==> src/rtl/oid_grid_div.sv <==
// Sequential restoring divider giving a coordinate's quotient by the grid step and whether the remainder is zero.
module oid_grid_div #(
	parameter int unsigned CoordW = 8
) (
	input  logic              clk,
	input  logic              arst_n,
	input  logic              start,
	input  logic [CoordW-1:0] dividend,
	input  logic [4:0]        divisor,
	output logic              done,
	output logic [CoordW-1:0] quotient,
	output logic              rem_zero
);
	localparam int unsigned CntW = $clog2(CoordW + 1);
	logic [CoordW-1:0] quo_q;
	logic [5:0]        rem_q;
	logic [CntW-1:0]   cnt_q;
	logic              busy_q;
	logic [5:0]        trial;

	assign trial = {rem_q[4:0], quo_q[CoordW-1]};
	assign quotient = quo_q;
	assign rem_zero = (rem_q == 6'd0);

	always_ff @(posedge clk or negedge arst_n) begin
		if (!arst_n) begin
			busy_q <= 1'b0;
			done <= 1'b0;
			cnt_q <= '0;
			quo_q <= '0;
			rem_q <= '0;
		end else begin
			done <= 1'b0;
			if (start) begin
				busy_q <= 1'b1;
				cnt_q <= CntW'(CoordW);
				quo_q <= dividend;
				rem_q <= '0;
			end else if (busy_q) begin
				if (trial >= {1'b0, divisor}) begin
					rem_q <= trial - {1'b0, divisor};
					quo_q <= {quo_q[CoordW-2:0], 1'b1};
				end else begin
					rem_q <= trial;
					quo_q <= {quo_q[CoordW-2:0], 1'b0};
				end
				cnt_q <= cnt_q - 1'b1;
				if (cnt_q == CntW'(1)) begin
					busy_q <= 1'b0;
					done <= 1'b1;
				end
			end
		end
	end
endmodule

==> config.mk <==
export PLATFORM = sky130hd
export DESIGN_NAME = oid_grid_div
export DESIGN_NICKNAME = d
export VERILOG_FILES = /design/src/rtl/oid_grid_div.sv
export SDC_FILE = /design/constraint.sdc
export NUM_CORES = 1
export LEC_CHECK = 0
export ABC_AREA = 1
export BUFFER_PORTS_ARGS = -buffer_cell sky130_fd_sc_hd__buf_2
export CAP_MARGIN = 20
export CORE_UTILIZATION = 45
export DETAILED_ROUTE_END_ITERATION = 7
export GPL_TIMING_DRIVEN = 1
export PLACE_DENSITY = 0.74
export RECOVER_POWER = 25
export SYNTH_ARGS = -nofsm -noshare
export SYNTH_HDL_FRONTEND = slang
export SYNTH_SLANG_ARGS = --single-unit
==> constraint.sdc <==
create_clock -name clk -period 1.9 [get_ports clk]
set_input_delay 0.19 -clock clk [delete_from_list [all_inputs] [get_ports clk]]
set_output_delay 0.19 -clock clk [all_outputs]
set_load 0.01 [all_outputs]
==> results.py <==
metrics = {
    "worst_hold_path": {
        "min_path_type": "input port to register",
    },
    "yosys": {
        "synth_top_cell_by_area": "dfrtp_1",
        "mappedNetlistArea_mm2": 0.00130,
        "synth_flop_cell": "dfrtp_1",
        "synth_edf_count": 0,
        "async_flop_share_pct": 100,
        "syn_area_per_cell_um2": 7.62,
        "ys_ff_latch": 20,
        "syn-instance-count": 170,
        "ys_top_cells_by_area": "dfrtp_1 (39%), nand2_1 (15%), inv_1 (7.8%)",
        "ys_types": 26,
        "synth_top_area_share_pct": 38.6,
        "yosysSeqAreaShare_pct": 38.6,
        "yosysMostFrequentCell": "nand2_1",
        "ys_top_cells_by_count": "nand2_1 (52), inv_1 (27), dfrtp_1 (20)",
        "yosys_warnings": 0,
        "syn_nets": 194,
    },
    "clock_network": {
        "clk_pin_slew_ns": 0.11,
        "clkSinkCount": 20,
        "root_buffer": "clkbuf_4",
        "cts_tree": "yes",
        "numCtsBuffers": 3,
        "postCtsSetupBuffers": 0,
        "clk_path_buf_depth": 2,
        "h-tree-depth": 1,
        "worst_skew_pair.late_latency_ns": 0.29,
    },
    "finish": {
        "fin_util_pct": 54.5,
        "syn_to_final_growth_pct": 15.0,
        "drive_gt1_share_pct": 20.8,
        "n_antenna_cell": 0,
        "fin_nets": 222,
        "final_area_mm2": 0.00149,
    },
    "setup_path": {
        "crit_type": "register to register",
        "path_max_fanout": 3,
        "crit_path_end_kind": "register",
        "cp_common_cell": "nand2_1",
        "arrival_ns": 1.91,
        "path_cells": "inv_1, ha_1, fa_1, nand3b_1, nand2_1, nand2_1, nand2_1, nand2_1, nand3_1, nand2_1",
        "required_ns": 2.10,
        "cp-start-kind": "register",
        "slowest_delay_ns": 0.42,
        "cpMaxStageDelayCell": "fa_1",
    },
    "grt": {
        "grt_usage_pct": 18.8,
        "grt_pass1_vias": 1124,
        "overflow": 0,
        "grt_start_max_net_pins": 21,
        "grt_pass1_wl_mm": 4.72,
        "antenna_found_initial": 0,
    },
    "placement": {
        "place_congestion": 0.876,
        "dpl-instance-area_mm2": 0.00145,
        "portBuffers": 25,
        "hpwl_mm": 2.07,
    },
    "timing": {
        "setup_viol": 0,
        "worstMarginPinSlew_ns": 1.09,
        "fin_crit_sh_pct": 90.1,
        "hold_viol_final": 0,
        "finalCriticalPeriod_ns": 1.71,
        "fmax_mhz": 584,
        "rsz0062_at_grt": "false",
        "finalMaxSlewViolations": 0,
        "fin_tns_setup_ns": 0,
        "relSlewSlack_pct": 27.5,
        "skew_ns": 0.00135,
    },
    "floorplan": {
        "start_util_pct": 47.4,
        "core_area_mm2": 0.00273,
        "num_rows": 19,
        "die_h_um": 55.7,
        "ios": 26,
        "die-area_mm2": 0.00310,
        "die_x_um": 55.7,
    },
    "status": {
        "status": "finished, final reports clean",
    },
    "detailed_routing": {
        "wire_per_inst_um": 11.4,
        "routed_wl_mm": 2.61,
        "drt.antenna.violating_nets": 0,
        "viasPerCell": 5.02,
        "first_iter_violations": 26,
        "dr_total_vias": 1144,
        "drtPass1Iterations": 4,
        "drc_errors": 0,
    },
    "pwr": {
        "power_density_mw_per_mm2": 1120,
        "p_leak_nw": 0.835,
        "max-vdd-ir-drop_mv": 0.605,
    },
    "flow_run": {
        "cap_viol_max_count": 0,
    },
}
[cell type report]
type | count | area [um^2]
Fill cell | 255 | 1240
Timing Repair Buffer | 27 | 141
Tap cell | 31 | 38.8
Multi-Input combinational cell | 115 | 657
Inverter | 31 | 116
Sequential cell | 20 | 500
Clock buffer | 4 | 36.3
[routing by layer]
layer,GRT usage [%],routed length [um],vias to the layer above
met5,0,0,-
met4,6.43,14,0
met3,1.86,119,2
met2,33.6,1310,26
met1,23.6,1160,523
li1,-,-,593
[power breakdown]
part | internal (W) | switching (W)
logic | 0.000322 | 0.000491
registers | 0.000527 | 0.0000892
clock network | 0.000117 | 0.000125
total | 0.000966 | 0.000705
[state kept, by name, summed over array words and instances, names as in the netlist]
register	count
busy_q	1
quotient	8
cnt_q	4
rem_q	6
done	1
[logic make-up after synthesis]
logic type	synth area share, %
simple gates	32.2
fa+ha+maj	8.30
flops	38.6
compound gates	9.46
xor+xnor	0.676
buf+inv	10.7
[final timing paths]
| path | from | end | slack (ns) | cells past startpoint |
|---|---|---|---|---|
| worst max-delay path | quotient[7] | rem_q[4] | 0.19 | 10 |
| worst min-delay path | dividend[0] | quotient[0] | 0.12 | 3 |
| worst max register to register | quotient[7] | rem_q[4] | 0.19 | 10 |
| worst min register to register | rem_q[5] | rem_q[5] | 0.50 | 2 |
| max in group asynchronous | arst_n | rem_q[3] | 0.65 | 2 |
| min in group asynchronous | arst_n | cnt_q[1] | 0.60 | 2 |
[cell usage in the layout (no fill, tap or decap), types with 3 or more instances in the layout]
| cell type | n |
|---|---|
| a21oi_1 | 4 |
| buf_2 | 24 |
| clkbuf_4 | 3 |
| dfrtp_1 | 20 |
| ha_1 | 7 |
| inv_1 | 27 |
| inv_2 | 4 |
| nand2_1 | 52 |
| nand3_1 | 14 |
| nor2_1 | 5 |
| nor2_2 | 3 |
| nor3_1 | 3 |
| o211ai_1 | 4 |
| o21ai_1 | 6 |
[critical path: cells and delay by family (launching register included)]
| kind | cells | cell delay [ns] |
|---|---|---|
| adders and majority gates | 2 | 0.62 |
| and+or+nand+nor | 7 | 0.55 |
| DFF | 1 | 0.38 |
| buffers and inverters | 1 | 0.07 |
[metrics by stage]
step | std cells | worst slack [ns] | hold WS [ns] | total power (W)
after floorplan | 170 | 0.255 | -0.106 | 0.00123
after global placement | 223 | 0.266 | 0.157 | 0.00141
after detailed placement | 223 | 0.200 | 0.166 | 0.00144
after CTS | 228 | 0.182 | 0.108 | 0.00169
after global routing | 228 | 0.0336 | 0.121 | 0.00182
final | 228 | 0.188 | 0.116 | 0.00167
[timing repair]
item,4_1_cts,5_1_grt
endpoints found under the setup margin,0,0
resized for setup,0,0
endpoints found under the hold margin,20,0
hold buffers,1,0
(Power assumes the default switching activity.)
